### config.mk
export PLATFORM = sky130hd
export DESIGN_NAME = hmtq_ram
export DESIGN_NICKNAME = d
export VERILOG_FILES = /design/src/rtl/core/hmtq_pkg.sv /design/src/rtl/core/hmtq_ram.sv
export SDC_FILE = /design/constraint.sdc
export NUM_CORES = 2
export LEC_CHECK = 0
export BUFFER_PORTS_ARGS = -buffer_cell sky130_fd_sc_hd__buf_2
export CORE_MARGIN = 2
export CORE_UTILIZATION = 45
export DETAILED_ROUTE_END_ITERATION = 12
export PLACE_DENSITY = 0.67
export SLEW_MARGIN = 20
export SYNTH_ARGS = -nofsm -noshare
export SYNTH_HDL_FRONTEND = slang
export SYNTH_SLANG_ARGS = --single-unit
### constraint.sdc
create_clock -name clk -period 6.7 [get_ports clk]
set_clock_uncertainty 0.05 [all_clocks]
set_input_delay 1.005 -clock clk [delete_from_list [all_inputs] [get_ports clk]]
set_output_delay 1.005 -clock clk [all_outputs]
set_load 0.02 [all_outputs]
### src/rtl/core/hmtq_pkg.sv
// ----------------------------------------------------------------------------
// hmtq_pkg
// Shared types and constants of the min-heap timer queue.
// ----------------------------------------------------------------------------
`default_nettype none

package hmtq_pkg;

  // heap geometry
  localparam int CAPACITY = 64;
  localparam int IDX_W    = (CAPACITY > 1) ? $clog2(CAPACITY) : 1;
  localparam int CNT_W    = 7;
  localparam int TIME_W   = 32;
  localparam int TAG_W    = 16;

  // input item kinds
  localparam logic MODE_ADD  = 1'b0;
  localparam logic MODE_TICK = 1'b1;

  // one heap entry
  typedef struct packed {
    logic [TIME_W-1:0] trig;
    logic [TAG_W-1:0]  tag;
  } entry_t;

  // memory access request: one write, two read addresses
  typedef struct packed {
    logic             we;
    logic [IDX_W-1:0] waddr;
    entry_t           wdata;
    logic [IDX_W-1:0] raddr_a;
    logic [IDX_W-1:0] raddr_b;
  } ram_req_t;

  // one result beat
  typedef struct packed {
    logic [TAG_W-1:0]  tag;
    logic [TIME_W-1:0] trig;
    logic [CNT_W-1:0]  cnt;
    logic              last;
  } out_beat_t;

  // controller states
  typedef enum logic [2:0] {
    S_IDLE,
    S_UP_RD,
    S_UP_CMP,
    S_POP_RD,
    S_POP_CHK,
    S_DN_RD,
    S_DN_CMP,
    S_EMIT
  } state_t;

endpackage

`default_nettype wire

### src/rtl/core/hmtq_ram.sv
// ----------------------------------------------------------------------------
// hmtq_ram
// Heap storage: one write port, two registered read ports.
// ----------------------------------------------------------------------------
`default_nettype none

module hmtq_ram
  import hmtq_pkg::*;
(
  input  wire logic     clk,
  input  wire ram_req_t req,
  output entry_t        rd_a,
  output entry_t        rd_b
);

  entry_t mem [CAPACITY];

  // write port
  always_ff @(posedge clk) begin
    if (req.we) begin
      mem[req.waddr] <= req.wdata;
    end
  end

  // read ports, registered
  always_ff @(posedge clk) begin
    rd_a <= mem[req.raddr_a];
    rd_b <= mem[req.raddr_b];
  end

endmodule

`default_nettype wire

Word level (Yosys, flattened, before mapping):

Memories as Yosys holds them, arrays and structs flattened. A register that Yosys moved wholly into a read port is not among the register bits.
Index checks and enable logic that the tools add are counted.

* multiplexer cells: 2

Operators with widths (count)
* $mux W1: 2

* register bits after elaboration: 0
* output and inout port bits: 96
* memories kept: 1
* input port bits: 68
* bits in writable memories: 3072

Memories
* mem: depth 64, width 48, rd ports 2, clocked after Yosys merged registers in 2, wr ports 1, line hmtq_ram.sv:16 `entry_t mem [CAPACITY];`

Depth between registers and ports, before layout:

* depth after elaboration: 2
* depth in mapped cells: 10

Least setup slack after synthesis:

No wires, ideal clock.

* kind: input port to flip-flop
* start: input port req[63] (netlist bit)
* end: memory mem[48][0] (netlist bit) (enable)
* arrival time: 4.777 ns
* setup slack: 1.360 ns
* required time: 6.137 ns
* cell stages on the path: 4
* path through: clkbuf_1 nor2b_1 nand4b_1 nor3_1

RTL lines
* start, declared: line hmtq_ram.sv:11 `input wire ram_req_t req,`
* end, declared: line hmtq_ram.sv:16

Straight into the memory's write port.

==> impl_metrics.tcl <==
set metrics [dict create \
    routed-via-count 84200 \
    wl_per_cell_um 44.1 \
    fp-row-count 205 \
    residual_drc 0 \
    grt_start_max_net_pins 125 \
    synth-warning-count 0 \
    start_util_pct 45.2 \
    die_x_um 564 \
    post-place-ws_ns 2.05 \
    report.final.setup_viol 0 \
    clkLatencyLatePin_ns 0.90 \
    yosys_most_used_dff "sky130_fd_sc_hd__edfxtp_1" \
    grt_util_all_layers_pct 31.5 \
    grt_util_met3_pct 9.75 \
    gp_congestion 0.924 \
    synth_simple_gate_area_share_pct 1.67 \
    postSynthAreaPerCell_um2 20.9 \
    syn-instance-count 6738 \
    grt_most_used_layer "met2" \
    first_pass_grt_wire_length_mm 685 \
    critical_path.max_fanout 19 \
    synth_xor_area_share_pct 0 \
    final_common_cell "sky130_fd_sc_hd__edfxtp_1" \
    postCtsResizedCells 0 \
    grt_remaining_overflow 0 \
    timing.max_cap.violations 0 \
    chipHeight_um 564 \
    relSlewSlack_pct 19.0 \
    core-area_mm2 0.312 \
    ctsLongestPathBuffers 4 \
    synth_area_leaders "sky130_fd_sc_hd__edfxtp_1, sky130_fd_sc_hd__mux4_2, sky130_fd_sc_hd__o22ai_1" \
    routed_wl_mm 505 \
    post_route_cells_drive_above_1_share_pct 36.0 \
    antenna_left 0 \
    post_synth_num_cell_types 48 \
    final.setup.tns_ns 0 \
    ctsRootBufferMaster "sky130_fd_sc_hd__clkbuf_16" \
    portBuffers 163 \
    post-route-worst-setup-slack_ns 2.79 \
    timing_hold_violations_final 0 \
    timing.critical_path.required_ns 7.47 \
    fin_total_pwr_mw 44.5 \
    design.final.nets 7036 \
    global_route.usage.met2_pct 45.4 \
    cts_hold_repair.buffers 0 \
    total_nets_after_synthesis 6806 \
    timing.setup.critical_path_class "in -> reg" \
    final_area_mm2 0.159 \
    finalWorstPathRequiredPeriod_ns 3.91 \
    synth_area_in_compound_gates_pct 4.62 \
    total_cell_area_at_the_placement_stage_mm2 0.148 \
    numCtsBuffers 329 \
    design.portCount 164 \
    synth_top_family_by_area "multiplexers" \
    critical_path.startpoint_type "input port" \
    grt_pass1_vias 81800 \
    timing.hold.worst.class "in -> reg" \
    most-common-layout-cells "sky130_fd_sc_hd__edfxtp_1, sky130_fd_sc_hd__mux4_2, sky130_fd_sc_hd__o22ai_1" \
    synth_top_cell_area_share_pct 65.5 \
    number_of_antenna_violations_at_the_first_check_in_global_routing 72 \
    run_status "finished clean" \
    synth.ff_latch_count 3168 \
    post-cts-setup-buffer-count 0 \
    detailedPlacementHpwl_mm 302 \
    clk_pin_slew_ns 0.07 \
    clock_sink_count 3168 \
    final_max_slew_viol_count 0 \
    worst-endpoint-arrival_ns 4.68 \
    power_per_cell_area_mw_per_mm2 280 \
    unrepaired_setup_endpoints_after_global_routing "no" \
    p_leak_nw 48.9 \
    htree_num_levels 5 \
    max-vdd-ir-drop_v 0.000206 \
    globalRouteMet1Util_pct 43.1 \
    synth-seq-area-share_pct 66.8 \
    dr.pass1.iters 6 \
    fraction_of_the_cycle_the_final_worst_path_needs_pct 58.4 \
    fmax_ghz 0.256 \
    netlist_area_mm2 0.141 \
    syn_to_final_growth_pct 12.9 \
    post_drt_via_cell_ratio 7.35 \
    cts_tree "done" \
    die_area_mm2 0.318 \
    cp-end-kind "register" \
    synth_async_sr_flop_share_pct 0 \
    synth_enable_flop_cells 3072 \
    timing_worst_slew_pin_value_ns 1.21 \
    synth_adder_area_share_pct 0 \
    detailedRoute.firstIterationViolations 16200 \
    synth.mux.area_fraction_pct 25.0 \
    synth_area_leader_cell "sky130_fd_sc_hd__edfxtp_1" \
]
## synth_stat cells (31+ instances only)
master	count
sky130_fd_sc_hd__nor3_1	58
sky130_fd_sc_hd__nor2b_1	45
sky130_fd_sc_hd__a21oi_1	71
sky130_fd_sc_hd__nor4_1	38
sky130_fd_sc_hd__buf_2	156
sky130_fd_sc_hd__mux2i_1	56
sky130_fd_sc_hd__a31oi_1	31
sky130_fd_sc_hd__mux4_2	1535
sky130_fd_sc_hd__nand2_1	113
sky130_fd_sc_hd__buf_4	78
sky130_fd_sc_hd__clkbuf_1	254
sky130_fd_sc_hd__a22oi_1	95
sky130_fd_sc_hd__buf_1	55
sky130_fd_sc_hd__nor2_1	140
sky130_fd_sc_hd__o21ai_0	44
sky130_fd_sc_hd__o221ai_1	73
sky130_fd_sc_hd__dfxtp_1	96
sky130_fd_sc_hd__edfxtp_1	3072
sky130_fd_sc_hd__a22o_1	88
sky130_fd_sc_hd__o22ai_1	336
sky130_fd_sc_hd__a221oi_1	63
## power breakdown
group / internal (mW) / switching, mW / leakage, nW
logic: 1.34 / 2.29 / 15.1
clock network: 10.9 / 7.84 / 5.28
registers: 21.9 / 0.254 / 28.4
total: 34.2 / 10.4 / 48.9
## per-layer routing
layer  wire length [um]  share of wire (%)  up-vias
met5                275              0.054        -
met1             172000                 34    44700
met4              32200                6.4       42
li1                   -                  -    30500
met2             222000                 44     7658
met3              78900                 16     1302
## cells by family after synthesis
group                  Yosys count
AOI/OAI and AO/OA              923
DFF                           3168
buffers and inverters          553
muxes                         1604
and+or+nand+nor                490
## registers in the layout (all words and copies together) (netlist names)
register / count
rd_a: 48
mem: 3072
rd_b: 48
## final timing paths
check	from	endpoint	slack, ns	cells after the start
setup / recovery	req[3]	rd_b[9]	2.79	9
setup reg to reg	mem[39][9]	rd_a[9]	4.35	5
hold reg to reg	mem[29][1]	rd_a[1]	0.86	3
hold / removal	req[5]	rd_b[4]	0.45	2
## layout make-up
| class | instances | area [um^2] |
|---|---|---|
| fillers | 24100 | 152000 |
| flip-flops and latches | 3168 | 94200 |
| multi-input cells | 3017 | 44800 |
| clock buffers | 425 | 8950 |
| well taps | 4140 | 5180 |
| repair buffers | 451 | 4000 |
| clock inverters | 167 | 1850 |
| diodes | 89 | 223 |
| inverters | 1 | 3.75 |
## worst max-delay path: stages
cell	delay, ns
sky130_fd_sc_hd__buf_4	0.39
sky130_fd_sc_hd__buf_4	0.47
sky130_fd_sc_hd__nor2b_2	0.13
sky130_fd_sc_hd__nand2_2	0.63
sky130_fd_sc_hd__buf_4	0.57
sky130_fd_sc_hd__o22ai_1	0.19
sky130_fd_sc_hd__nor4_1	0.81
sky130_fd_sc_hd__buf_4	0.25
sky130_fd_sc_hd__o22a_1	0.12
## metrics by stage
stage | hold slack (ns) | utilization [%] | instances
floorplan | 0.735 | - | 6738
global placement | 0.812 | 47.4 | 10800
detailed placement | 0.845 | 47.5 | 10800
CTS | 0.422 | 50.9 | 11400
global route | 0.445 | 51.1 | 11400
finish | 0.451 | 51.1 | 11500
No activity file was read; power rests on OpenSTA's default activity.
