[src/rtl/core/hmtq_pkg.sv]
// ----------------------------------------------------------------------------
// hmtq_pkg
// Shared types and constants of the min-heap timer queue.
// ----------------------------------------------------------------------------
`default_nettype none

package hmtq_pkg;

  // heap geometry
  localparam int CAPACITY = 64;
  localparam int IDX_W    = (CAPACITY > 1) ? $clog2(CAPACITY) : 1;
  localparam int CNT_W    = 7;
  localparam int TIME_W   = 32;
  localparam int TAG_W    = 16;

  // input item kinds
  localparam logic MODE_ADD  = 1'b0;
  localparam logic MODE_TICK = 1'b1;

  // one heap entry
  typedef struct packed {
    logic [TIME_W-1:0] trig;
    logic [TAG_W-1:0]  tag;
  } entry_t;

  // memory access request: one write, two read addresses
  typedef struct packed {
    logic             we;
    logic [IDX_W-1:0] waddr;
    entry_t           wdata;
    logic [IDX_W-1:0] raddr_a;
    logic [IDX_W-1:0] raddr_b;
  } ram_req_t;

  // one result beat
  typedef struct packed {
    logic [TAG_W-1:0]  tag;
    logic [TIME_W-1:0] trig;
    logic [CNT_W-1:0]  cnt;
    logic              last;
  } out_beat_t;

  // controller states
  typedef enum logic [2:0] {
    S_IDLE,
    S_UP_RD,
    S_UP_CMP,
    S_POP_RD,
    S_POP_CHK,
    S_DN_RD,
    S_DN_CMP,
    S_EMIT
  } state_t;

endpackage

`default_nettype wire

[src/rtl/core/hmtq_out_if.sv]
// ----------------------------------------------------------------------------
// hmtq_out_if
// Result channel: one beat per fired event.
// ----------------------------------------------------------------------------
`default_nettype none

interface hmtq_out_if;
  import hmtq_pkg::*;

  logic              valid;
  logic              ready;
  logic [TAG_W-1:0]  fired_tag;
  logic [TIME_W-1:0] fired_time;
  logic [CNT_W-1:0]  pending_count;
  logic              last_of_run;

  modport source (output valid, output fired_tag, output fired_time,
                  output pending_count, output last_of_run, input ready);
  modport sink (input valid, input fired_tag, input fired_time,
                input pending_count, input last_of_run, output ready);
endinterface

`default_nettype wire

[src/rtl/core/hmtq_out_reg.sv]
// ----------------------------------------------------------------------------
// hmtq_out_reg
// Output register that holds one result beat toward the receiver.
// ----------------------------------------------------------------------------
`default_nettype none

module hmtq_out_reg
  import hmtq_pkg::*;
(
  input  wire logic      clk,
  input  wire logic      rst,
  input  wire logic      load,
  input  wire out_beat_t beat_in,
  output logic           can_take,
  hmtq_out_if.source     fired
);

  logic      valid;
  out_beat_t beat;

  assign can_take = !valid || fired.ready;

  // valid flag
  always_ff @(posedge clk) begin
    if (rst) begin
      valid <= 1'b0;
    end else if (can_take) begin
      valid <= load;
    end
  end

  // payload
  always_ff @(posedge clk) begin
    if (can_take && load) begin
      beat <= beat_in;
    end
  end

  assign fired.valid         = valid;
  assign fired.fired_tag     = beat.tag;
  assign fired.fired_time    = beat.trig;
  assign fired.pending_count = beat.cnt;
  assign fired.last_of_run   = beat.last;

endmodule

`default_nettype wire

[src/flat_wrapper.sv]
// flat-port wrapper written by rule: the top's interface ports become plain ports
module hmtq_out_reg_flat import hmtq_pkg::*;
  (clk, rst, load, beat_in, can_take, fired_valid, fired_fired_tag, fired_fired_time, fired_pending_count, fired_last_of_run, fired_ready);
  hmtq_out_if fired_i ();
  input  wire logic clk;
  input  wire logic rst;
  input  wire logic load;
  input  wire out_beat_t beat_in;
  output logic can_take;
  output wire logic [$bits(fired_i.valid)-1:0] fired_valid;
  output wire logic [$bits(fired_i.fired_tag)-1:0] fired_fired_tag;
  output wire logic [$bits(fired_i.fired_time)-1:0] fired_fired_time;
  output wire logic [$bits(fired_i.pending_count)-1:0] fired_pending_count;
  output wire logic [$bits(fired_i.last_of_run)-1:0] fired_last_of_run;
  input wire logic [$bits(fired_i.ready)-1:0] fired_ready;
  assign fired_valid = fired_i.valid;
  assign fired_fired_tag = fired_i.fired_tag;
  assign fired_fired_time = fired_i.fired_time;
  assign fired_pending_count = fired_i.pending_count;
  assign fired_last_of_run = fired_i.last_of_run;
  assign fired_i.ready = fired_ready;
  hmtq_out_reg u_core (.clk(clk), .rst(rst), .load(load), .beat_in(beat_in), .can_take(can_take), .fired(fired_i));
endmodule
[config.mk]
export PLATFORM = sky130hd
export DESIGN_NAME = hmtq_out_reg_flat
export DESIGN_NICKNAME = d
export VERILOG_FILES = /design/src/rtl/core/hmtq_pkg.sv /design/src/rtl/core/hmtq_out_if.sv /design/src/rtl/core/hmtq_out_reg.sv /design/src/flat_wrapper.sv
export SDC_FILE = /design/constraint.sdc
export NUM_CORES = 1
export LEC_CHECK = 0
export ABC_AREA = 1
export CAP_MARGIN = 20
export CORE_MARGIN = 8
export CORE_UTILIZATION = 35
export DETAILED_ROUTE_END_ITERATION = 8
export DONT_BUFFER_PORTS = 1
export GPL_TIMING_DRIVEN = 0
export HOLD_SLACK_MARGIN = 0.06
export PLACE_DENSITY = 0.54
export SYNTH_ARGS = -nofsm -noshare
export SYNTH_HDL_FRONTEND = slang
export SYNTH_SLANG_ARGS = --single-unit
[constraint.sdc]
create_clock -name clk -period 5.3 [get_ports clk]
set_clock_uncertainty 0.1 [all_clocks]
set_input_delay 0.53 -clock clk [delete_from_list [all_inputs] [get_ports clk]]
set_output_delay 0.53 -clock clk [all_outputs]
set_load 0.01 [all_outputs]
# == Yosys cells after proc, flatten, opt, wreduce, memory -nomap -nowiden ==
# Cells that the tools add are included.
# totals
regBits,57
latch_bits,0
ram_bits,0
romBits,0
inputBits,60
wordCells,8
memories,0
# op_classes
add_sub_neg,0
mul,0
div,0
order_cmp,0
n_eq_ne,0
n_shift,0
muxes,0
bitwise,0
reduce_logical,3
# ops
op,n
$logic_and 1x1->1,1
$logic_not 1->1,1
$logic_or 1x1->1,1

# == Logic depth before layout (Yosys ltp) ==
# depth
depth_word,3
ltp_mapped,3

# == Worst setup path before layout ==
# OpenSTA, ideal clock, no wires.
# synth_path
kind,input port to flip-flop
startpoint,in load
endpoint,reg u_core.beat (netlist bit u_core.fired.fired_tag[0]) (enable)
setup_time_ns,0.488
t_arrival_ns,3.311
required_ns,4.712
slack_ns,1.401
stages,2
path_cell_list,inv_1 > a21oi_1
# synth_between
elab_chain_cells,1
# synth_rtl
item,line_no,source
from (decl),flat_wrapper.sv:7,input wire logic load;
$logic_and 1x1->1,hmtq_out_reg.sv:34,if (can_take && load) begin
to (signal assigned),hmtq_out_reg.sv:35,beat <= beat_in;
to (decl),hmtq_out_reg.sv:19,out_beat_t beat;
# No other way between the ends.
# A chain may end at the register's enable or synchronous reset.

# == Worst setup path after layout ==
# layout_path
startpoint,reg u_core.valid (netlist: u_core.fired.valid)
endpoint,reg u_core.beat (netlist bit u_core.fired.fired_time[28]) (enable)
# layout_between
elab_chain_cells,3
# layout_rtl
item,line_no,source
from (decl),hmtq_out_reg.sv:18,logic valid;
from (signal assigned),hmtq_out_reg.sv:28,valid <= load;
$logic_not 1->1,hmtq_out_reg.sv:21,assign can_take = !valid || fired.ready;
$logic_or 1x1->1,hmtq_out_reg.sv:21,
$logic_and 1x1->1,hmtq_out_reg.sv:34,
# No other way between the ends.

==> flow_summary.toml <==
[clock_network]
cts_tree = "built"
ctsResizeCount = 0
cts.path.max_buffers = 2
cts_root_buffer = "clkbuf_8"
cts.sink_count = 57
cts_setup_buffers = 0
clkSlewWorstSetupHoldPaths_ns = 0.06
worstSkewPairLatency_ns = 0.32
cts_made_buffers = 9
hold_buffers = 0
htree_levels = 3

[routing]
vias_per_cell = 4.473
wl_per_cell_um = 24.79
ant_nets = 0
vias = 653
wirelength_um = 3619
drc = 0
dr.pass1.iters = 4
drt_iter0_markers = 61

[layout]
multiInputGateArea_um2 = 31.28
layout-drive-gt1-share_pct = 24.05
ff_latch_area_um2 = 1702
fill_cells = 426
final_cells = 146
fin_util_pct = 43.87
syn2layout_area_growth_pct = 20.62
antenna_cells = 0
nets = 134

[sta]
period_minus_slack_ns = 1.820
max_slew_margin_pct = 37.97
finalSetupTns_ns = 0
post-route-period-util_pct = 34.34
hold_viol = 0
setup_viol = 0
clock.fmax_mhz = 549.4
grt_setup_unrepaired = "false"
setup_ws_ns = 3.480
drv_slew = 0
tightest_slew_ns = 0.9283

[floorplan]
die-width_um = 86.29
dieArea_um2 = 7446
rows = 25
io_pins = 118
start_util_pct = 36.37
die_y_um = 86.29
core_area_um2 = 4755

[global_routing]
grt_use_met3_pct = 4.915
grtUsageMet2_pct = 15.82
grt_pass1_vias = 691
grt_max_degree = 30
grt_usage_pct = 9.476
overflow = 0
grt_pass1_wl_um = 4692
grt_use_met1_pct = 7.937
grt_busiest_layer = "met2"
antenna_found_initial = 0

[worst_setup_path]
critical_path.max_fanout = 29
crit_chain = "a21oi_4 -> buf_16"
crit_family = "compound AO/OA/AOI/OAI gates"
startpoint_type = "flop"
max_stage_delay_ns = 0.76
cp_slowest_cell = "a21oi_4"
path_buf_inv = 1
end_kind = "flop"
r2r-end = "u_core.fired.fired_time[28]"
crit_type = "flop to flop"
cp_data_required_time_ns = 5.22
r2r_slack_ns = 3.48
rr_worst_depth = 2
arrival_ns = 1.74
r2r-start = "u_core.fired.valid"

[logic_synthesis]
muxShareOfSynthArea_pct = 0
ys_seq_area_share_pct = 98.41
synth_cell_types = 7
syn_area_um2 = 1729
syn_area_per_cell_um2 = 27.89
yosysWarnings = 0
synth_fa_ha_area_share_pct = 0
yosys.area_share.simple_pct = 0.3618
synth_top_family_by_area = "compound AO/OA/AOI/OAI gates"
synth_compound_area_share_pct = 0.7959
postSynthCellCount = 62
yosys_register_bits = 57
synth_fp_nets = 122
synthXorXnorAreaFrac_pct = 0

[min_path]
hold_end = "u_core.fired.valid"
hold_path.class = "input pin to flop"
min-delay-start = "rst"
hold_depth = 1

[pwr]
total_power_mw = 1.036
irDropWorstVdd_mv = 0.1941
power_frac_clock_pct = 45.1
swShare_pct = 18.71
p_leak_nw = 0.6929
switchingPower_mw = 0.1939
power.internal_mw = 0.8426
seqPwrFrac_pct = 53.4
combPwrFrac_pct = 1.5
p_per_area_nw_per_um2 = 496.9

[flow_run]
drv_cap = 0

[placement]
placed_cells = 130
place.gp.congestion = 0.6077
place_ws_ns = 3.287
port_buffers = 0
hpwl_um = 2801

[status]
status = "finished clean"
[worst register-to-register path, cell delays in order (launching register included)]
cell and delay (ns):
dfxtp_1 0.38, a21oi_4 0.76, buf_16 0.27
[cells by family (layout without fill, tap and decap cells)]
group,after synthesis,in the layout
AO/OA/AOI/OAI,2,2
buffers and inverters,2,19
flip-flops,57,57
AND/OR/NAND/NOR,1,1
[synth_stat cells]
master | n | share of area (%)
a21oi_1 | 1 | 0.29
a21oi_2 | 1 | 0.51
dfxtp_1 | 1 | 1.2
edfxtp_1 | 56 | 97
inv_1 | 1 | 0.22
inv_2 | 1 | 0.22
nand2_2 | 1 | 0.36
[stage by stage]
stage          instance area [um2]  hold WS [ns]
3_3_place_gp                  1813        0.4786
3_5_place_dp                  1852        0.4936
5_1_grt                       2086        0.1434
4_1_cts                       2086        0.1423
6_report                      2086        0.1639
2_1_floorplan                 1729        0.4420
[power by group through the flow]
stage,combinational [mW],clock (mW),sequential (mW)
after floorplan,0.00922,0,0.560
after global placement,0.0113,0,0.567
after detailed placement,0.0161,0,0.565
after CTS,0.0161,0.480,0.555
after global routing,0.0174,0.494,0.556
final,0.0158,0.467,0.554
[placed cells by master (no fill, tap or decap)]
master | Yosys | layout
a21oi_2 | 1 | 1
a21oi_4 | 0 | 1
buf_16 | 0 | 1
bufinv_16 | 0 | 3
clkbuf_1 | 0 | 1
clkbuf_8 | 0 | 9
clkinv_1 | 0 | 1
clkinv_2 | 0 | 1
clkinvlp_4 | 0 | 1
dfxtp_1 | 1 | 1
edfxtp_1 | 56 | 56
inv_1 | 1 | 1
inv_2 | 1 | 1
nand2_2 | 1 | 1
[routing by layer]
| metal | vias up | wire (um) |
|---|---|---|
| met2 | 70 | 1882 |
| met3 | 9 | 392 |
| li1 | 271 | - |
| met1 | 303 | 1232 |
| met5 | - | 0 |
| met4 | 0 | 112 |
[worst max path at each step]
| stage | from | endpoint | slack, ns | cells after the start |
|---|---|---|---|---|
| floorplan | load | u_core.fired.fired_tag[0] | 1.40 | 2 |
| global placement | load | u_core.fired.pending_count[1] | 0.67 | 2 |
| detailed placement | load | u_core.fired.fired_tag[7] | 3.29 | 3 |
| CTS | u_core.fired.valid | u_core.fired.fired_time[0] | 3.45 | 2 |
| global route | u_core.fired.valid | u_core.fired.pending_count[5] | 3.34 | 2 |
| finish | u_core.fired.valid | u_core.fired.fired_time[28] | 3.48 | 2 |
[area by class of cell]
type                            count  share of cell area (%)
Sequential cell                    57                   81.58
Clock buffer                       10                   6.119
Clock inverter                      6                   5.099
Tap cell                           67                   4.019
Multi-Input combinational cell      3                   1.500
Timing Repair Buffer                1                   1.320
Inverter                            2                  0.3599
[state kept, by name, summed over array words and instances (netlist names)]
name	count
u_core.fired.valid	1
u_core.fired.fired_tag	16
u_core.fired.fired_time	32
u_core.fired.pending_count	7
u_core.fired.last_of_run	1
Power figures use the tool's default switching activity.
