**src/rtl/core/hmtq_pkg.sv**
```systemverilog
// ----------------------------------------------------------------------------
// hmtq_pkg
// Shared types and constants of the min-heap timer queue.
// ----------------------------------------------------------------------------
`default_nettype none

package hmtq_pkg;

  // heap geometry
  localparam int CAPACITY = 64;
  localparam int IDX_W    = (CAPACITY > 1) ? $clog2(CAPACITY) : 1;
  localparam int CNT_W    = 7;
  localparam int TIME_W   = 32;
  localparam int TAG_W    = 16;

  // input item kinds
  localparam logic MODE_ADD  = 1'b0;
  localparam logic MODE_TICK = 1'b1;

  // one heap entry
  typedef struct packed {
    logic [TIME_W-1:0] trig;
    logic [TAG_W-1:0]  tag;
  } entry_t;

  // memory access request: one write, two read addresses
  typedef struct packed {
    logic             we;
    logic [IDX_W-1:0] waddr;
    entry_t           wdata;
    logic [IDX_W-1:0] raddr_a;
    logic [IDX_W-1:0] raddr_b;
  } ram_req_t;

  // one result beat
  typedef struct packed {
    logic [TAG_W-1:0]  tag;
    logic [TIME_W-1:0] trig;
    logic [CNT_W-1:0]  cnt;
    logic              last;
  } out_beat_t;

  // controller states
  typedef enum logic [2:0] {
    S_IDLE,
    S_UP_RD,
    S_UP_CMP,
    S_POP_RD,
    S_POP_CHK,
    S_DN_RD,
    S_DN_CMP,
    S_EMIT
  } state_t;

endpackage

`default_nettype wire

```
**src/rtl/core/hmtq_in_if.sv**
```systemverilog
// ----------------------------------------------------------------------------
// hmtq_in_if
// Command channel: add event or tick with current time.
// ----------------------------------------------------------------------------
`default_nettype none

interface hmtq_in_if;
  import hmtq_pkg::*;

  logic              valid;
  logic              ready;
  logic              mode;
  logic [TIME_W-1:0] trigger_time;
  logic [TAG_W-1:0]  event_tag;
  logic [TIME_W-1:0] now_time;

  modport source (output valid, output mode, output trigger_time, output event_tag,
                  output now_time, input ready);
  modport sink (input valid, input mode, input trigger_time, input event_tag,
                input now_time, output ready);
endinterface

`default_nettype wire

```
**src/rtl/core/hmtq_ctrl.sv**
```systemverilog
// ----------------------------------------------------------------------------
// hmtq_ctrl
// Heap sequencer: sift-up on add, pop and sift-down on tick.
// ----------------------------------------------------------------------------
`default_nettype none

module hmtq_ctrl
  import hmtq_pkg::*;
(
  input  wire logic  clk,
  input  wire logic  rst,
  hmtq_in_if.sink    cmd,
  input  wire entry_t rd_a,
  input  wire entry_t rd_b,
  output ram_req_t   req,
  input  wire logic  can_take,
  output logic       load,
  output out_beat_t  beat
);

  localparam int PW = IDX_W + 1;

  state_t            state, state_next;
  logic [CNT_W-1:0]  count, count_next;
  logic [IDX_W-1:0]  pos, pos_next;
  entry_t            x, x_next;
  logic [TIME_W-1:0] now_t, now_t_next;
  entry_t            res, res_next;
  logic [CNT_W-1:0]  res_cnt, res_cnt_next;
  logic              res_held, res_held_next;
  logic              more_due, more_due_next;

  logic              accept;
  logic              full;
  logic              due;
  logic [PW-1:0]     left_w, right_w;
  logic [IDX_W-1:0]  parent;
  logic [IDX_W-1:0]  last_idx;
  logic              take_l, take_r;
  logic [TIME_W-1:0] best_t;

  assign accept   = cmd.valid && cmd.ready;
  assign full     = count >= CNT_W'(CAPACITY);
  assign due      = (count != '0) && (rd_a.trig <= now_t);
  assign left_w   = {pos, 1'b1};
  assign right_w  = PW'({pos, 1'b0}) + PW'(2);
  assign parent   = IDX_W'((pos - IDX_W'(1)) >> 1);
  assign last_idx = IDX_W'(count - CNT_W'(1));

  // child selection, left wins ties
  assign take_l = rd_a.trig < x.trig;
  assign best_t = take_l ? rd_a.trig : x.trig;
  assign take_r = (CNT_W'(right_w) < count) && (rd_b.trig < best_t);

  // next state
  always_comb begin
    state_next = state;
    case (state)
      S_IDLE: begin
        if (accept) begin
          if (cmd.mode == MODE_TICK) begin
            state_next = S_POP_RD;
          end else if (!full) begin
            state_next = S_UP_RD;
          end
        end
      end
      S_UP_RD:  state_next = (pos == '0) ? S_IDLE : S_UP_CMP;
      S_UP_CMP: state_next = (rd_a.trig > x.trig) ? S_UP_RD : S_IDLE;
      S_POP_RD: state_next = S_POP_CHK;
      S_POP_CHK: begin
        if (res_held) begin
          state_next = S_EMIT;
        end else if (!due) begin
          state_next = S_IDLE;
        end else if (count == CNT_W'(1)) begin
          state_next = S_POP_RD;
        end else begin
          state_next = S_DN_RD;
        end
      end
      S_DN_RD:  state_next = (CNT_W'(left_w) >= count) ? S_POP_RD : S_DN_CMP;
      S_DN_CMP: state_next = (take_r || take_l) ? S_DN_RD : S_POP_RD;
      S_EMIT: begin
        if (can_take) begin
          state_next = more_due ? S_POP_RD : S_IDLE;
        end
      end
      default: state_next = S_IDLE;
    endcase
  end

  // datapath and outputs
  always_comb begin
    count_next    = count;
    pos_next      = pos;
    x_next        = x;
    now_t_next    = now_t;
    res_next      = res;
    res_cnt_next  = res_cnt;
    res_held_next = res_held;
    more_due_next = more_due;
    req           = '0;
    load          = 1'b0;
    cmd.ready     = (state == S_IDLE);
    beat.tag      = res.tag;
    beat.trig     = res.trig;
    beat.cnt      = res_cnt;
    beat.last     = !more_due;
    case (state)
      S_IDLE: begin
        if (accept) begin
          if (cmd.mode == MODE_TICK) begin
            now_t_next    = cmd.now_time;
            res_held_next = 1'b0;
            more_due_next = 1'b0;
          end else if (!full) begin
            x_next.trig = cmd.trigger_time;
            x_next.tag  = cmd.event_tag;
            pos_next    = IDX_W'(count);
            count_next  = count + CNT_W'(1);
          end
        end
      end
      // climb: read parent, or settle at the root
      S_UP_RD: begin
        req.raddr_a = parent;
        if (pos == '0) begin
          req.we    = 1'b1;
          req.waddr = pos;
          req.wdata = x;
        end
      end
      S_UP_CMP: begin
        req.we    = 1'b1;
        req.waddr = pos;
        if (rd_a.trig > x.trig) begin
          req.wdata = rd_a;
          pos_next  = parent;
        end else begin
          req.wdata = x;
        end
      end
      // fetch root and last entry
      S_POP_RD: begin
        req.raddr_a = '0;
        req.raddr_b = last_idx;
      end
      S_POP_CHK: begin
        if (res_held) begin
          more_due_next = due;
        end else if (due) begin
          res_next      = rd_a;
          count_next    = count - CNT_W'(1);
          res_cnt_next  = count - CNT_W'(1);
          res_held_next = 1'b1;
          x_next        = rd_b;
          pos_next      = '0;
        end
      end
      // sink: read both children, or settle when there are none
      S_DN_RD: begin
        req.raddr_a = IDX_W'(left_w);
        req.raddr_b = IDX_W'(right_w);
        if (CNT_W'(left_w) >= count) begin
          req.we    = 1'b1;
          req.waddr = pos;
          req.wdata = x;
        end
      end
      S_DN_CMP: begin
        req.we    = 1'b1;
        req.waddr = pos;
        if (take_r) begin
          req.wdata = rd_b;
          pos_next  = IDX_W'(right_w);
        end else if (take_l) begin
          req.wdata = rd_a;
          pos_next  = IDX_W'(left_w);
        end else begin
          req.wdata = x;
        end
      end
      S_EMIT: begin
        load = 1'b1;
        if (can_take) begin
          res_held_next = 1'b0;
        end
      end
      default: begin
        req = '0;
      end
    endcase
  end

  // control registers
  always_ff @(posedge clk) begin
    if (rst) begin
      state    <= S_IDLE;
      count    <= '0;
      res_held <= 1'b0;
      more_due <= 1'b0;
    end else begin
      state    <= state_next;
      count    <= count_next;
      res_held <= res_held_next;
      more_due <= more_due_next;
    end
  end

  // working registers
  always_ff @(posedge clk) begin
    pos     <= pos_next;
    x       <= x_next;
    now_t   <= now_t_next;
    res     <= res_next;
    res_cnt <= res_cnt_next;
  end

endmodule

`default_nettype wire

```
**src/flat_wrapper.sv**
```systemverilog
// flat-port wrapper written by rule: the top's interface ports become plain ports
module hmtq_ctrl_flat import hmtq_pkg::*;
  (clk, rst, rd_a, rd_b, req, can_take, load, beat, cmd_valid, cmd_mode, cmd_trigger_time, cmd_event_tag, cmd_now_time, cmd_ready);
  hmtq_in_if cmd_i ();
  input  wire logic clk;
  input  wire logic rst;
  input  wire entry_t rd_a;
  input  wire entry_t rd_b;
  output ram_req_t req;
  input  wire logic can_take;
  output logic load;
  output out_beat_t beat;
  input wire logic [$bits(cmd_i.valid)-1:0] cmd_valid;
  input wire logic [$bits(cmd_i.mode)-1:0] cmd_mode;
  input wire logic [$bits(cmd_i.trigger_time)-1:0] cmd_trigger_time;
  input wire logic [$bits(cmd_i.event_tag)-1:0] cmd_event_tag;
  input wire logic [$bits(cmd_i.now_time)-1:0] cmd_now_time;
  output wire logic [$bits(cmd_i.ready)-1:0] cmd_ready;
  assign cmd_i.valid = cmd_valid;
  assign cmd_i.mode = cmd_mode;
  assign cmd_i.trigger_time = cmd_trigger_time;
  assign cmd_i.event_tag = cmd_event_tag;
  assign cmd_i.now_time = cmd_now_time;
  assign cmd_ready = cmd_i.ready;
  hmtq_ctrl u_core (.clk(clk), .rst(rst), .cmd(cmd_i), .rd_a(rd_a), .rd_b(rd_b), .req(req), .can_take(can_take), .load(load), .beat(beat));
endmodule
```
**config.mk**
```make
export PLATFORM = sky130hd
export DESIGN_NAME = hmtq_ctrl_flat
export DESIGN_NICKNAME = d
export VERILOG_FILES = /design/src/rtl/core/hmtq_pkg.sv /design/src/rtl/core/hmtq_in_if.sv /design/src/rtl/core/hmtq_ctrl.sv /design/src/flat_wrapper.sv
export SDC_FILE = /design/constraint.sdc
export NUM_CORES = 1
export LEC_CHECK = 0
export BUFFER_PORTS_ARGS = -buffer_cell sky130_fd_sc_hd__clkbuf_2
export CORE_MARGIN = 10
export CORE_UTILIZATION = 50
export DETAILED_ROUTE_END_ITERATION = 10
export GPL_ROUTABILITY_DRIVEN = 0
export PLACE_DENSITY_LB_ADDON = 0.12
export SYNTH_ARGS = -nofsm -noshare
export SYNTH_HDL_FRONTEND = slang
export SYNTH_SLANG_ARGS = --single-unit
```
**constraint.sdc**
```tcl
create_clock -name clk -period 6.7 [get_ports clk]
set_input_delay 0.67 -clock clk [delete_from_list [all_inputs] [get_ports clk]]
set_output_delay 0.67 -clock clk [all_outputs]
set_load 0.005 [all_outputs]
```
* After elaboration in Yosys (flattened, before gate mapping) *
Cells that the tools add are included.

word-level totals
  flip-flop bits (word level) = 153
  output and inout port bits = 125
  word-level logic and storage cells = 112

cells by class
  $lt $le $gt $ge = 7
  bitwise operators = 1
  eq/ne operators = 19
  reductions and logical operators = 18
  $add $sub $neg = 4
  muxes and demuxes = 52

operators by type and width
  kind                   count
  $mux W48               8
  $pmux W55 S4           1
  $mux W55               2
  $pmux W48 S2           1
  $lt A32 B32 Y1         2
  $mux W6                8
  $mux W7                5
  $gt A32 B32 Y1         1
  $le A32 B32 Y1         1
  $mux W32               1
  $mux W3                9
  $pmux W3 S8            1
  $pmux W6 S2            2
  $pmux W6 S4            1
  $pmux W7 S2            1
  $eq A3 B3 Y1 const B   4
  $ne A2 B2 Y1 const B   6
  $reduce_and A3 Y1      3
  $mux W1                8
  $reduce_and A4 Y1      2
  $reduce_and A8 Y1      1
  $add A7 B1 Y7 const B  1
  $add A7 B2 Y7 const B  1
  $eq A7 B1 Y1 const B   1
  24 further kinds       30

* Logic depth before layout (Yosys ltp) *
  word-level depth = 7
  depth in mapped cells = 21
  mapped depth without buffers = 17

* Worst setup path after synthesis *
Ideal clock, no wire load.

  path kind = input to output
  start point = in rd_a[17] (netlist bit)
  end point = out req[17] (netlist bit)
  path slack = 0.774 ns
  data arrival time = 5.256 ns
  cell stages on the path = 20
  cell sequence = ha_1 -> nor2b_1 -> o211ai_1 -> a21oi_4 -> o41ai_4 -> and2_1 -> clkbuf_1 -> clkbuf_1 -> mux2i_1 -> ha_1 -> nand2_1 -> or3_1 -> or3_1 -> a311o_1 -> buf_2 -> buf_2 -> nand3_1 -> nor2_1 -> a221o_1 -> a221o_1

RTL lines
  what             RTL line           RTL
  start, declared  flat_wrapper.sv:7  input wire entry_t rd_a;
  end, declared    flat_wrapper.sv:9  output ram_req_t req;

==> run metrics <==
status=finished clean; die area=between 20000 and 30000 um^2; met2 track demand over resource=between 40% and 50%; register clock-pin slew on the reported worst setup and hold paths=roughly 70 ps; initial cell density of the core=50.5%; Setup crit start kind=flop; Syn Area/Cell=9.41 um^2; crit path DAT=about 5800 ps; first drt pass iteration count=6; Post-Route WL=roughly 40000 um; placed instance area=13100 um^2; number of maximum-capacitance violations=0; GR peak layer=met2; number of antenna violations at the first check in global routing=0; Nets=between 1500 and 2000; share of synthesized registers carrying an async set or reset=0%; dominant synthesized flop cell=sky130_fd_sc_hd__edfxtp_1; EDFF count, synth=~140; #FFs+latches synth=about 150; iteration-0 DRC count of the detailed router=approximately 1100; CTS buffer count=17; Fill cells=approximately 2000; Vias per Instance=around 6.1; area of the core=~23000 um^2; number of remaining DRC errors=0; fraction of layout cells with a size suffix above 1=26.2%; cell count of the worst reg-to-reg path=19; number of clock sinks seen by CTS=153; setup-violating endpoint count in the final report=0; number of global-route vias before repair=about 11000; met1 demand-to-capacity share in global routing=33.7%; number of warnings issued by yosys=0; Cell Rows=55; first-pass GRT wire length=roughly 60000 um; half-perimeter wire length of the detailed placement result=a little over 30000 um; commonest non-fill, non-tap cells in the layout=305 x sky130_fd_sc_hd__clkbuf_2, 209 x sky130_fd_sc_hd__nand2_1, 141 x sky130_fd_sc_hd__edfxtp_1, 113 x sky130_fd_sc_hd__ha_1, 90 x sky130_fd_sc_hd__a221o_1; path type of the worst min-delay path=in2reg; count of hold-fix buffers inserted at cts=0; maximum buffer depth of the clock tree=2; height of the chip=around 170 um; combined global-route utilization of all metal layers=between 20% and 30%; cell chosen for the clock root=sky130_fd_sc_hd__clkbuf_16; count of final max-slew check failures=0; number of buffers added for setup after CTS=0; post-layout min period=6470 ps; Horiz. Die Dim=around 170 um; setup repair after global routing missed its margin=false; Max Fanout on Critical Path=35; worst-case register-to-register setup slack=1400 ps; largest net degree at the start of global routing=64; met3 layer usage reported by global route=under 10%; H-tree depth=4; worst rel slew slack=a little under a quarter; netlist area before placement=~11000 um^2; endpoint required time on the critical path=between 6000 and 7000 ps; capture point of the worst reg-to-reg path=u_core.pos[4]; crit end category=primary output; share of the clock period used by the worst path=a little over nine tenths; LEAKAGE=6.25 nW; total of buffers placed on input and output ports=between 300 and 400; count of endpoints failing hold in the final timing report=0; net count after synthesis=~1500; overflow left after global routing=0; Fmax=155 MHz; Total Neg Setup Slack=0 ps; n_diodes=0; number of stages on the worst hold path=1; average wire length per cell after detail routing=between 20 and 25 um; actual slew at the worst max-slew pin=1150 ps; area added between synthesis and finish=21.1%; top-level I/O count=306; terminating pin of the worst hold path=u_core.now_t[27]; source-to-sink clock delay at the later pin of the worst-skew pair=approximately 440 ps; number of standard cells after synthesis=roughly 1200; Seq/Total Area, Yosys=about two fifths; worst vdd ir=about 160 uV; number of distinct library cells after synthesis=76; skew final=14.0 ps; antenna-violating nets left=0; number of vias after detailed routing=around 11000; launching point of the worst reg2reg path=u_core.x[47]; Non-Filler Cell Area, Final=about 14000 um^2; number of gates given a new drive strength after cts=0; hold path start=cmd_now_time[27]; Worst Path Class, Setup=reg2out; TritonCTS clock tree=built; cell area power density=~270 nW/um^2; most common cell after layout, fill and taps aside=sky130_fd_sc_hd__clkbuf_2
-- synth_stat cells (3+ instances only) --
master / number / area [um^2]
sky130_fd_sc_hd__buf_6: 9 / 101
sky130_fd_sc_hd__nand3_1: 67 / 335
sky130_fd_sc_hd__mux2i_1: 33 / 330
sky130_fd_sc_hd__ha_1: 113 / 1410
sky130_fd_sc_hd__and3_1: 8 / 50.1
sky130_fd_sc_hd__xnor2_1: 8 / 70.1
sky130_fd_sc_hd__a21oi_1: 40 / 200
sky130_fd_sc_hd__o31ai_1: 7 / 52.6
sky130_fd_sc_hd__a211oi_1: 10 / 75.1
sky130_fd_sc_hd__nor3_1: 25 / 125
sky130_fd_sc_hd__and2_1: 6 / 37.5
sky130_fd_sc_hd__a21o_1: 10 / 75.1
sky130_fd_sc_hd__or4_1: 4 / 30.0
sky130_fd_sc_hd__or3_1: 7 / 43.8
sky130_fd_sc_hd__buf_1: 4 / 15.0
sky130_fd_sc_hd__and4_1: 6 / 52.6
sky130_fd_sc_hd__nand3_2: 3 / 30.0
sky130_fd_sc_hd__dfxtp_1: 12 / 240
sky130_fd_sc_hd__nor4_1: 5 / 31.3
sky130_fd_sc_hd__a31oi_1: 5 / 31.3
sky130_fd_sc_hd__a31o_2: 5 / 43.8
sky130_fd_sc_hd__nand4_1: 19 / 119
sky130_fd_sc_hd__inv_1: 87 / 327
sky130_fd_sc_hd__a221oi_1: 7 / 61.3
sky130_fd_sc_hd__a2111oi_0: 3 / 26.3
sky130_fd_sc_hd__a21boi_0: 6 / 45.0
sky130_fd_sc_hd__a2bb2oi_1: 3 / 26.3
sky130_fd_sc_hd__a211o_1: 4 / 35.0
sky130_fd_sc_hd__o2111ai_1: 4 / 35.0
sky130_fd_sc_hd__edfxtp_1: 141 / 4230
sky130_fd_sc_hd__nor2_1: 92 / 345
sky130_fd_sc_hd__nand2b_1: 5 / 31.3
sky130_fd_sc_hd__o21ai_0: 31 / 155
sky130_fd_sc_hd__nand2_1: 210 / 788
sky130_fd_sc_hd__xor2_1: 5 / 43.8
sky130_fd_sc_hd__nor2b_1: 8 / 50.1
sky130_fd_sc_hd__buf_2: 6 / 30.0
sky130_fd_sc_hd__o21a_1: 7 / 52.6
sky130_fd_sc_hd__clkbuf_1: 44 / 165
sky130_fd_sc_hd__a2111o_1: 3 / 33.8
sky130_fd_sc_hd__a221o_1: 90 / 901
sky130_fd_sc_hd__o211ai_1: 7 / 52.6
-- how the worst max path moves through the flow --
| stage | from | endpoint | slack, ps | cells after the start |
|---|---|---|---|---|
| floorplan | rd_a[17] | req[17] | 770 | 20 |
| global placement | rd_a[31] | req[49] | 450 | 20 |
| detailed placement | rd_a[30] | req[49] | 320 | 20 |
| CTS | u_core.x[31] | req[49] | 210 | 20 |
| global route | u_core.x[23] | req[49] | 3 | 19 |
| finish | u_core.x[47] | req[42] | 230 | 20 |
-- cell families (layout without fill, tap and decap cells) --
kind of cell	count (synthesis)	after routing	synth area share (%)
buffers and inverters	154	451	5.95
xor gates and xnor gates	13	13	1.00
muxes	34	34	3.01
AOI/OAI and AO/OA	263	263	18.9
adders and majority gates	113	113	12.4
DFF	153	153	39.4
and+or+nand+nor	478	478	19.4
-- state kept, by name, indices dropped and copies added, names as in the netlist --
register	count
u_core.more_due	1
u_core.beat	48
u_core.pos	6
u_core.count	7
u_core.now_t	32
u_core.res_held	1
u_core.state	3
u_core.x	48
u_core.res_cnt	7
-- report_power, final --
group	switching, W	leakage [nW]	internal [W]	total, W
Sequential	0.0000886	1.39	0.00118	0.00127
Combinational	0.000834	4.57	0.000537	0.00137
Clock	0.000432	0.295	0.000627	0.00106
-- critical path, stage by stage (launching register included) --
cell and delay, ps:
sky130_fd_sc_hd__edfxtp_1 530, sky130_fd_sc_hd__inv_1 80, sky130_fd_sc_hd__ha_1 300, sky130_fd_sc_hd__nand4_1 220, sky130_fd_sc_hd__nor3_1 100, sky130_fd_sc_hd__a221oi_1 310
sky130_fd_sc_hd__o21a_1 240, sky130_fd_sc_hd__and2_2 170, sky130_fd_sc_hd__buf_4 280, sky130_fd_sc_hd__mux2i_1 130, sky130_fd_sc_hd__ha_1 310, sky130_fd_sc_hd__nand2_1 60
sky130_fd_sc_hd__or3_1 400, sky130_fd_sc_hd__or3_1 420, sky130_fd_sc_hd__a311o_2 500, sky130_fd_sc_hd__nand4_1 200, sky130_fd_sc_hd__nand3_2 190, sky130_fd_sc_hd__nand3_2 280
sky130_fd_sc_hd__buf_12 260, sky130_fd_sc_hd__a221o_1 220, sky130_fd_sc_hd__clkbuf_2 130
-- through the flow --
step / hold WS, ps / setup slack [ps] / total power [W] / utilization, % / cells
5_1_grt: 391 / 2.63 / 0.00390 / 61.2 / 1790
2_1_floorplan: 463 / 774 / 0.00212 / - / 1208
4_1_cts: 393 / 207 / 0.00370 / 61.2 / 1790
3_5_place_dp: 515 / 315 / 0.00263 / 58.4 / 1759
6_report: 406 / 228 / 0.00370 / 61.2 / 1790
3_3_place_gp: 507 / 446 / 0.00261 / 58.4 / 1759
-- layout make-up --
cell class	count	area, um^2	area share, %
multi-input combinational	901	6250	45.4
sequential	153	4470	32.5
timing repair buffer	331	1730	12.6
clock buffer	18	429	3.12
tap	285	357	2.59
inverter	89	334	2.43
clock inverter	13	191	1.39
-- per-layer routing --
metal | share of wire, % | up-vias
li1 | - | 5113
met1 | 41 | 5224
met2 | 48 | 521
met3 | 8.3 | 63
met4 | 2.5 | 0
met5 | 0 | -
Note: power is estimated with default switching activity, not from simulation.
